==> config.mk <==
export PLATFORM = sky130hd
export DESIGN_NAME = rgb_to_hsv_converter_core
export DESIGN_NICKNAME = d
export VERILOG_FILES = /design/src/rhc_pkg.sv /design/src/rhc_front.sv /design/src/rhc_queue.sv /design/src/rhc_div.sv /design/src/rhc_back.sv /design/src/rgb_to_hsv_converter_core.sv
export SDC_FILE = /design/constraint.sdc
export NUM_CORES = 2
export LEC_CHECK = 0
export ABC_CLOCK_PERIOD_IN_PS = 36400
export BUFFER_PORTS_ARGS = -buffer_cell sky130_fd_sc_hd__buf_2
export CAP_MARGIN = 40
export CORE_ASPECT_RATIO = 2
export CORE_MARGIN = 2
export CORE_UTILIZATION = 55
export CTS_CLUSTER_SIZE = 28
export DETAILED_ROUTE_END_ITERATION = 8
export PLACE_DENSITY = 0.78
export SLEW_MARGIN = 20
export SYNTH_ARGS = -nofsm -noshare
export SYNTH_HDL_FRONTEND = slang
export SYNTH_SLANG_ARGS = --single-unit
==> constraint.sdc <==
create_clock -name i_clk -period 36.4 [get_ports i_clk]
set_clock_uncertainty 0.2 [all_clocks]
set_input_delay 0 -clock i_clk [delete_from_list [all_inputs] [get_ports i_clk]]
set_output_delay 0 -clock i_clk [all_outputs]
set_load 0.01 [all_outputs]
==> src/rhc_pkg.sv <==
// Types and constants shared by the RGB to HSV converter modules.
package rhc_pkg;

    localparam int CHAN_W   = 8;
    localparam int HUE_W    = 15;
    localparam int SAT_W    = 17;
    localparam int NUM_W    = 11;   // hue numerator, up to six deltas
    localparam int DIV_NW   = 24;   // dividend width of both dividers
    localparam int DIV_DW   = 8;    // divisor width
    localparam int DIV_QW   = 17;   // quotient bits, one per stage
    localparam int SAT_FRAC = 16;

    localparam logic [11:0] DEG60_Q6 = 12'd3840;   // 60 degrees in Q9.6

    typedef struct packed {
        logic [CHAN_W-1:0] red;
        logic [CHAN_W-1:0] green;
        logic [CHAN_W-1:0] blue;
    } t_pixel;

    typedef struct packed {
        logic [HUE_W-1:0]  hue;
        logic [SAT_W-1:0]  saturation;
        logic [CHAN_W-1:0] value;
    } t_hsv;

    // classified pixel handed from front to back
    typedef struct packed {
        logic [CHAN_W-1:0] value;
        logic [CHAN_W-1:0] delta;
        logic [NUM_W-1:0]  num;
        logic              max_zero;
        logic              grey;
    } t_class;

endpackage

==> src/rhc_front.sv <==
// Front end: accepts a pixel, finds max/min and the hue numerator, registers the word.
module rhc_front import rhc_pkg::*; (
    input  logic   i_clk,
    input  logic   i_rst_n,
    input  logic   i_valid,
    output logic   o_ready,
    input  t_pixel i_pixel,
    output logic   o_valid,
    input  logic   i_ready,
    output t_class o_word
);

    logic [CHAN_W-1:0] w_hi, w_lo, w_d, w_x, w_y;
    logic [NUM_W-1:0]  w_base;
    logic              w_red_max, w_green_max;
    t_class            n_word;
    logic              r_valid;
    t_class            r_word;

    always_comb begin
        w_hi = i_pixel.red;
        if (i_pixel.green > w_hi) w_hi = i_pixel.green;
        if (i_pixel.blue > w_hi)  w_hi = i_pixel.blue;
        w_lo = i_pixel.red;
        if (i_pixel.green < w_lo) w_lo = i_pixel.green;
        if (i_pixel.blue < w_lo)  w_lo = i_pixel.blue;
        w_d = w_hi - w_lo;

        // ties: red over green, green over blue
        w_red_max   = (w_hi == i_pixel.red);
        w_green_max = !w_red_max && (w_hi == i_pixel.green);

        if (w_red_max) begin
            w_x    = i_pixel.green;
            w_y    = i_pixel.blue;
            // negative difference wraps by a full turn of six deltas
            w_base = (i_pixel.green < i_pixel.blue) ?
                     (NUM_W'(w_d) << 2) + (NUM_W'(w_d) << 1) : '0;
        end else if (w_green_max) begin
            w_x    = i_pixel.blue;
            w_y    = i_pixel.red;
            w_base = NUM_W'(w_d) << 1;
        end else begin
            w_x    = i_pixel.red;
            w_y    = i_pixel.green;
            w_base = NUM_W'(w_d) << 2;
        end

        n_word.value    = w_hi;
        n_word.delta    = w_d;
        n_word.num      = w_base + NUM_W'(w_x) - NUM_W'(w_y);
        n_word.max_zero = (w_hi == '0);
        n_word.grey     = (w_d == '0);
    end

    assign o_ready = !r_valid || i_ready;
    assign o_valid = r_valid;
    assign o_word  = r_word;

    always_ff @(posedge i_clk) begin
        if (!i_rst_n) begin
            r_valid <= 1'b0;
        end else if (o_ready) begin
            r_valid <= i_valid;
        end
    end

    always_ff @(posedge i_clk) begin
        if (o_ready && i_valid) begin
            r_word <= n_word;
        end
    end

endmodule

==> src/rhc_queue.sv <==
// Short FIFO of classified words between the front and back ends.
module rhc_queue import rhc_pkg::*; #(
    parameter int DEPTH = 4
) (
    input  logic   i_clk,
    input  logic   i_rst_n,
    input  logic   i_valid,
    output logic   o_ready,
    input  t_class i_word,
    output logic   o_valid,
    input  logic   i_ready,
    output t_class o_word
);

    localparam int PW = $clog2(DEPTH);
    localparam int CW = $clog2(DEPTH + 1);

    t_class          r_mem [0:DEPTH-1];
    logic [PW-1:0]   r_wr_ptr, r_rd_ptr;
    logic [CW-1:0]   r_count;
    logic            w_push, w_pop;

    assign o_ready = (r_count != CW'(DEPTH));
    assign o_valid = (r_count != '0);
    assign o_word  = r_mem[r_rd_ptr];
    assign w_push  = i_valid && o_ready;
    assign w_pop   = o_valid && i_ready;

    always_ff @(posedge i_clk) begin
        if (!i_rst_n) begin
            r_wr_ptr <= '0;
            r_rd_ptr <= '0;
            r_count  <= '0;
        end else begin
            if (w_push) begin
                r_wr_ptr <= (r_wr_ptr == PW'(DEPTH - 1)) ? '0 : r_wr_ptr + 1'b1;
            end
            if (w_pop) begin
                r_rd_ptr <= (r_rd_ptr == PW'(DEPTH - 1)) ? '0 : r_rd_ptr + 1'b1;
            end
            if (w_push && !w_pop) begin
                r_count <= r_count + 1'b1;
            end else if (w_pop && !w_push) begin
                r_count <= r_count - 1'b1;
            end
        end
    end

    always_ff @(posedge i_clk) begin
        if (w_push) begin
            r_mem[r_wr_ptr] <= i_word;
        end
    end

endmodule

==> src/rhc_div.sv <==
// Pipelined restoring divider, one quotient bit per stage; dividend < divisor * 2^QW.
module rhc_div import rhc_pkg::*; #(
    parameter int NW = DIV_NW,
    parameter int DW = DIV_DW,
    parameter int QW = DIV_QW
) (
    input  logic          i_clk,
    input  logic          i_en,
    input  logic [NW-1:0] i_dividend,
    input  logic [DW-1:0] i_divisor,
    output logic [QW-1:0] o_quotient
);

    logic [DW-1:0] r_rem  [0:QW-1];
    logic [DW-1:0] r_div  [0:QW-1];
    logic [QW-1:0] r_low  [0:QW];
    logic [DW:0]   w_trial [0:QW-1];
    logic [DW-1:0] n_rem  [0:QW-1];
    logic          w_take [0:QW-1];

    // low word shifts out dividend bits and shifts in quotient bits
    always_comb begin
        for (int k = 0; k < QW; k++) begin
            w_trial[k] = {r_rem[k], r_low[k][QW-1]};
            w_take[k]  = (w_trial[k] >= {1'b0, r_div[k]});
            n_rem[k]   = w_take[k] ? DW'(w_trial[k] - {1'b0, r_div[k]}) : w_trial[k][DW-1:0];
        end
    end

    always_ff @(posedge i_clk) begin
        if (i_en) begin
            r_rem[0] <= DW'(i_dividend[NW-1:QW]);
            r_low[0] <= i_dividend[QW-1:0];
            r_div[0] <= i_divisor;
            for (int k = 0; k < QW; k++) begin
                r_low[k+1] <= {r_low[k][QW-2:0], w_take[k]};
                if (k < QW - 1) begin
                    r_rem[k+1] <= n_rem[k];
                    r_div[k+1] <= r_div[k];
                end
            end
        end
    end

    assign o_quotient = r_low[QW];

endmodule

==> src/rhc_back.sv <==
// Back end: saturation and hue division pipelines and the output register.
module rhc_back import rhc_pkg::*; (
    input  logic   i_clk,
    input  logic   i_rst_n,
    input  logic   i_valid,
    output logic   o_ready,
    input  t_class i_word,
    output logic   o_valid,
    input  logic   i_ready,
    output t_hsv   o_hsv
);

    localparam int STAGES = DIV_QW + 1;

    typedef struct packed {
        logic [CHAN_W-1:0] value;
        logic              max_zero;
        logic              grey;
    } t_side;

    logic              w_en;
    logic [DIV_NW-1:0] w_sat_dividend, w_hue_dividend;
    logic [DIV_QW-1:0] w_sat_q, w_hue_q;
    logic              r_vld  [0:STAGES-1];
    t_side             r_side [0:STAGES-1];
    logic              r_out_valid;
    t_hsv              r_out;
    t_side             w_last;

    // whole back pipe moves whenever the output register can take a word
    assign w_en    = !r_out_valid || i_ready;
    assign o_ready = w_en;

    assign w_sat_dividend = {i_word.delta, SAT_FRAC'(0)};
    assign w_hue_dividend = DIV_NW'(i_word.num) * DIV_NW'(DEG60_Q6);

    rhc_div #(.NW(DIV_NW), .DW(DIV_DW), .QW(DIV_QW)) u_sat_div (
        .i_clk      (i_clk),
        .i_en       (w_en),
        .i_dividend (w_sat_dividend),
        .i_divisor  (i_word.value),
        .o_quotient (w_sat_q)
    );

    rhc_div #(.NW(DIV_NW), .DW(DIV_DW), .QW(DIV_QW)) u_hue_div (
        .i_clk      (i_clk),
        .i_en       (w_en),
        .i_dividend (w_hue_dividend),
        .i_divisor  (i_word.delta),
        .o_quotient (w_hue_q)
    );

    always_ff @(posedge i_clk) begin
        if (!i_rst_n) begin
            for (int k = 0; k < STAGES; k++) begin
                r_vld[k] <= 1'b0;
            end
            r_out_valid <= 1'b0;
        end else if (w_en) begin
            r_vld[0] <= i_valid;
            for (int k = 1; k < STAGES; k++) begin
                r_vld[k] <= r_vld[k-1];
            end
            r_out_valid <= r_vld[STAGES-1];
        end
    end

    always_ff @(posedge i_clk) begin
        if (w_en) begin
            r_side[0] <= '{value: i_word.value, max_zero: i_word.max_zero,
                           grey: i_word.grey};
            for (int k = 1; k < STAGES; k++) begin
                r_side[k] <= r_side[k-1];
            end
        end
    end

    assign w_last = r_side[STAGES-1];

    // black and grey pixels have a zero divisor; force those fields to zero
    always_ff @(posedge i_clk) begin
        if (w_en) begin
            r_out.value      <= w_last.value;
            r_out.saturation <= w_last.max_zero ? '0 : w_sat_q;
            r_out.hue        <= w_last.grey ? '0 : w_hue_q[HUE_W-1:0];
        end
    end

    assign o_valid = r_out_valid;
    assign o_hsv   = r_out;

endmodule

==> src/rgb_to_hsv_converter_core.sv <==
// RGB to HSV converter: takes one 8-bit RGB pixel per word and returns hue (Q9.6
// degrees), saturation (Q1.16) and value (max channel byte). It sustains one pixel
// per clock while the output is not stalled. The front end classifies each pixel
// into max, delta and a hue numerator and registers the result; a QUEUE_DEPTH-entry
// FIFO decouples it from the back end, where saturation and hue each go through a
// 17-stage restoring divider, one quotient bit per stage, followed by an output
// register. With no stalls a pixel passes through the front register, the FIFO,
// the divider input stage, the 17 divide stages and the output register. A stalled
// output freezes the back end while the FIFO keeps taking pixels until it fills.
module rgb_to_hsv_converter_core import rhc_pkg::*; #(
    parameter int QUEUE_DEPTH = 4
) (
    input  logic   i_clk,
    input  logic   i_rst_n,
    input  logic   i_valid,
    output logic   o_ready,
    input  t_pixel i_pixel,
    output logic   o_valid,
    input  logic   i_ready,
    output t_hsv   o_hsv
);

    logic   w_f_valid, w_f_ready;
    t_class w_f_word;
    logic   w_q_valid, w_q_ready;
    t_class w_q_word;

    rhc_front u_front (
        .i_clk   (i_clk),
        .i_rst_n (i_rst_n),
        .i_valid (i_valid),
        .o_ready (o_ready),
        .i_pixel (i_pixel),
        .o_valid (w_f_valid),
        .i_ready (w_f_ready),
        .o_word  (w_f_word)
    );

    rhc_queue #(.DEPTH(QUEUE_DEPTH)) u_queue (
        .i_clk   (i_clk),
        .i_rst_n (i_rst_n),
        .i_valid (w_f_valid),
        .o_ready (w_f_ready),
        .i_word  (w_f_word),
        .o_valid (w_q_valid),
        .i_ready (w_q_ready),
        .o_word  (w_q_word)
    );

    rhc_back u_back (
        .i_clk   (i_clk),
        .i_rst_n (i_rst_n),
        .i_valid (w_q_valid),
        .o_ready (w_q_ready),
        .i_word  (w_q_word),
        .o_valid (o_valid),
        .i_ready (i_ready),
        .o_hsv   (o_hsv)
    );

endmodule

Yosys cells after proc, flatten, opt, wreduce, memory -nomap -nowiden --
Memories as Yosys holds them, arrays and structs flattened. A register that Yosys moved wholly into a read port is not among the register bits. Index checks and enable logic that the tools add are counted.
Word-level totals: register bits 45, memories 9, input bits 28, output and inout port bits 42, memory bits (writable) 1470
Memories:
- u_back.u_hue_div.r_low | depth 18, bits a word 17, rd ports 18, clocked after Yosys merged registers in 1, write ports 18, RTL line rhc_div.sv:16 | logic [QW-1:0] r_low [0:QW];
- u_back.u_sat_div.r_low | depth 18, bits a word 17, rd ports 18, clocked after Yosys merged registers in 1, write ports 18, RTL line rhc_div.sv:16
- u_back.r_side | depth 18, bits a word 10, rd ports 18, clocked after Yosys merged registers in 0, write ports 18, RTL line rhc_back.sv:25 | t_side r_side [0:STAGES-1];
- u_back.u_hue_div.r_div | depth 17, bits a word 8, rd ports 17, clocked after Yosys merged registers in 0, write ports 17, RTL line rhc_div.sv:15 | logic [DW-1:0] r_div [0:QW-1];
- u_back.u_hue_div.r_rem | depth 17, bits a word 8, rd ports 17, clocked after Yosys merged registers in 0, write ports 17, RTL line rhc_div.sv:14 | logic [DW-1:0] r_rem [0:QW-1];
- u_back.u_sat_div.r_div | depth 17, bits a word 8, rd ports 17, clocked after Yosys merged registers in 0, write ports 17, RTL line rhc_div.sv:15
- +3 memories
Cells by class: multipliers 1, muxes and demuxes 74, reduce and logical (&&, ||, !) cells 18, magnitude comparators 39, $add $sub $neg 40, equal/unequal tests 5, bitwise gates (word level) 18
Operator list (number):
- two-way mux 8 bit | 40
- greater-or-equal comparator 9 x 8 -> 1 bit | 34
- subtractor 8 bit | 33
- two-way mux 1 bit | 25
- less-than comparator 8 bit | 3
- two-way mux 11 bit | 2
- OR 1 bit | 18
- equality test 8 bit | 2
- greater-than comparator 8 bit | 2
- zero test 8 bit | 2
- multiplier 11 x 4 -> 15 bit, second input constant | 1
- adder 10 x 9 -> 11 bit | 1
- adder 11 x 8 -> 11 bit | 1
- subtractor 11 x 8 -> 11 bit | 1
- two-way mux 10 bit | 1
- two-way mux 2 bit | 4
- logical AND 1 bit | 6
- zero test 1 bit | 6
- two-way mux 3 bit | 2
- adder 2 x 1 -> 2 bit, second input constant | 2
- equality test 2 bit, second input constant | 2
- adder 3 x 1 -> 3 bit, second input constant | 1
- inequality test 3 bit, second input constant | 1
- nonzero test 3 bit | 1
- 3 further kinds | 4

Longest topological paths before layout --
word-level depth 11, gate-level depth with buffers 44

Hierarchy --
Synthesis repeated with hierarchy kept, for this count alone.
Unflattened totals: cell total of the unflattened synthesis 4501, area, all modules 68469.4 sq um
By module, submodules not included:
- rhc_div at u_back.u_hue_div | cells an instance 1657, area an instance 25989.9 sq um, instances 1
- rhc_div at u_back.u_sat_div | cells an instance 1700, area an instance 24975.2 sq um, instances 1
- rhc_back | cells an instance 458, area an instance 8645.8 sq um, instances 1
- rhc_queue | cells an instance 202, area an instance 4665.7 sq um, instances 1
- rhc_front | cells an instance 484, area an instance 4192.8 sq um, instances 1

Worst setup path after synthesis --
OpenSTA, ideal clock, no wires.
kind register to register, start point reg u_back.r_out_valid (netlist: u_back.o_valid), read port of u_back.r_vld, end point mem u_back.r_vld[17] (data pin), cell stages (with the launch flop) 5, path slack 8071 ps, path buffers 1, arrival 27832 ps, path through dfxtp_1 -> nor2b_1 -> clkinv_1 -> clkbuf_1 -> and3_1
RTL lines:
- start: declaration | RTL line rhc_back.sv:26 | logic r_out_valid;
- end: declaration | RTL line rhc_back.sv:24 | logic r_vld [0:STAGES-1];

==> results.md <==
- Status: finished, violations left
- Failing checks: design-rule violations
- CP Capture Type: register
- Post-layout min period: ~10 ns
- Synth area leaders: edfxtp_1 62%, ha_1 8.4%, o21ai_0 3.3%, inv_1 3.2%, fa_1 2.4%
- Hold Worst Slack: 0.1087 ns
- #FFs+latches synth: 1110
- Crit-path max FO: 11
- Worst hold path class: in2reg
- Hold-fix buffers, CTS: 18
- Core area: 93900 um2
- Routed Antenna Nets: 0
- DRC viols: 12
- Warnings from Yosys: 0
- Crit path DAT: 10.74 ns
- Mapped Nets: 4310
- Slowest cell on crit path: o21ai_0
- Startpoint Class: input port
- Die height: 439.1 um
- Final Slew Violations: 0
- Grt ovf: 0
- H-tree Lvls: 3
- CP peak stage delay: 0.69 ns
- Largest net degree at the start of global routing: 123
- GR Util All Layers: approximately 22%
- Setup CP Type: in2reg
- Proportion of layout cells with a drive suffix above 1: 8.747%
- CTS tree: built
- Mapped Cells: 3871
- Top FF cell, synth: edfxtp_1
- CTS Buf Count: 89
- Post-DP HPWL: 77.43 mm
- Clock root buffer: clkbuf_16
- Post CTS Setup Buffer Count: 0
- Final #Nets: 4490
- Gpl congestion: 0.9354
- Row count: 159
- Post-synth EDFFs: 1082
- # setup viols final: 0
- Post_cts resized: 0
- Measured slew at the worst slew-check pin: 0.9424 ns
- Sequential area share after synthesis: 63.48%
- WL final: 103.4 mm
- WL/cell: 19.38 um
- Worst-Skew Late Latency: 0.70 ns
- Initial antenna violation count: 0
- Largest area contributor in the netlist: edfxtp_1
- Synth Area per Inst: between 10 and 15 um2
- Asr flop ratio synth: 0%
- Syn-to-layout area delta: 10.76%
- Initial Utilization: 55.45%
- Post-synthesis cell area: 52060 um2
- First-pass GRT wire length: 161.6 mm
- Max Freq: 96.03 MHz
- Initial drt markers: approximately 1.9k
- Setup TNS: 0 ns
- Max clock buf depth: 3
- Sink Count: 1110
- Slew margin rel.: a little over a third
- # port buffers: 69
- Final Hold Fails: 0
- Routed vias: 30.19k
- Top cell type's share of synthesized area: 62.41%
- Vias/cell: ~5.7
- DRT Pass-1 Iters: 7
- Max Cap Viol: 0
- Antenna Cells: 0
- Worst EP required: approximately 37 ns
- Vias in the first global route: 32.55k
- Core Util, Final: 61.41%
- # IOs: 70
- Final Cycle Share: 28.61%
- Die ar.: 97290 um2
- Unique cell type count in the Yosys netlist: 85
- RSZ-0062 raised after global routing: false
- Die width: 221.6 um
- CTS clk-pin slew, worst paths: 0.07 ns
==> state kept, by name (all words and copies together), names as in the netlist, 2 cells and up, named ones only <==
register,count
u_back.u_sat_div.r_div,17
u_back.r_side,163
u_front.o_word,29
u_back.r_vld,18
u_queue.r_wr_ptr,2
u_back.o_hsv,40
u_back.u_hue_div.r_div,136
u_queue.r_mem,116
u_queue.r_count,3
u_back.u_hue_div.r_low,165
u_back.u_sat_div.r_rem,128
u_back.u_hue_div.r_rem,134
u_back.u_sat_div.r_low,153
u_queue.r_rd_ptr,2
==> per-stage QoR <==
step	cells	area, um2	worst slack [ns]
3_3_place_gp	5103	53830	25.64
6_report	5334	57670	25.99
4_1_cts	5325	57490	26.04
2_1_floorplan	3871	52060	8.071
3_5_place_dp	5140	54220	25.44
5_1_grt	5334	57670	25.35
==> cell usage after synthesis, types with 6 or more instances <==
cell type,count
a211oi_1,7
a21boi_0,24
a21o_1,98
a21oi_1,90
a31oi_1,6
and2_1,69
clkbuf_1,57
dfxtp_1,28
edfxtp_1,1082
fa_1,62
ha_1,349
inv_1,442
mux2_2,8
mux2i_1,22
mux4_2,29
nand2_1,269
nand2b_1,83
nand3_1,45
nand4_1,43
nor2_1,154
nor2b_1,123
nor3_1,23
o211a_1,31
o211ai_1,9
o21a_1,11
o21ai_0,346
o21ai_1,22
o21bai_1,10
o22ai_1,9
o31ai_1,63
or4_1,33
xnor2_1,61
xor2_1,72
==> cells by family after synthesis <==
| logic type | Yosys count | share of synthesized area [%] |
|---|---|---|
| buffers and inverters | 510 | 3.749 |
| muxes | 61 | 1.923 |
| DFF | 1110 | 63.48 |
| AOI/OAI and AO/OA | 771 | 9.288 |
| adders and majority gates | 411 | 10.77 |
| xor gates and xnor gates | 133 | 2.237 |
| and+or+nand+nor | 875 | 8.548 |
==> routing by layer <==
metal  vias up  track usage [%]  routed length (um)
li1      14380                -                   -
met1     14840            16.02               29490
met2       583            45.84               61930
met3       387            2.846                2637
met4         0            17.67                9336
met5         -                0                   0
==> path summary, 6_finish.rpt <==
path                                                             start                                      to  slack [ns]  depth (start not counted)
worst max-delay path                                       i_pixel[18]            u_front.o_word[12]$_DFFE_PP_       25.99                         41
worst min-delay path                                           i_rst_n                 u_back.r_vld[7]$_DFF_P_        0.11                          3
worst min register to register  u_back.u_sat_div.r_low[7][1]$_DFFE_PN_  u_back.u_sat_div.r_low[8][2]$_DFFE_PN_        0.21                          0
worst max register to register                                register  u_back.u_hue_div.r_rem[0][5]$_DFFE_PN_       31.16                         18
==> layout make-up <==
| class | instances | area, um2 |
|---|---|---|
| well taps | 1207 | 1510 |
| inverters | 443 | 1670 |
| multi-input cells | 2251 | 17080 |
| clock inverters | 64 | 769.5 |
| repair buffers | 156 | 1261 |
| flip-flops and latches | 1110 | 33050 |
| fillers | 7003 | 36230 |
| clock buffers | 103 | 2322 |
==> worst max-delay path, delay by kind of cell <==
kind,cells,cell delay [ns]
adders and majority gates,6,2.30
AOI/OAI and AO/OA,14,3.69
and+or+nand+nor,12,2.68
buffers and inverters,7,1.45
xor gates and xnor gates,2,0.58
==> cells in the final DEF (no fill, tap or decap), types with 12 or more instances in the layout <==
master         instances
a21oi_1               90
and2_1                65
mux2i_1               22
o21ai_1               22
nor2b_1              123
xor2_1                72
edfxtp_1            1082
clkbuf_1              12
nand3_1               45
o21ai_0              346
dfxtp_1               27
xnor2_1               61
a21boi_0              24
mux4_2                29
nand2_1              269
nor2_1               154
ha_1                 349
nand4_1               43
nor3_1                23
nand2b_1              83
a21o_1                98
o211a_1               31
or4_1                 33
bufinv_16             13
clkbuf_16             91
buf_2                 71
buf_4                 51
fa_1                  62
dlygate4sd3_1         18
inv_1                442
clkinv_2              21
o31ai_1               63
Power is not shown: default switching activity piles up to over one toggle a cycle in this logic, so the estimate is an artifact.
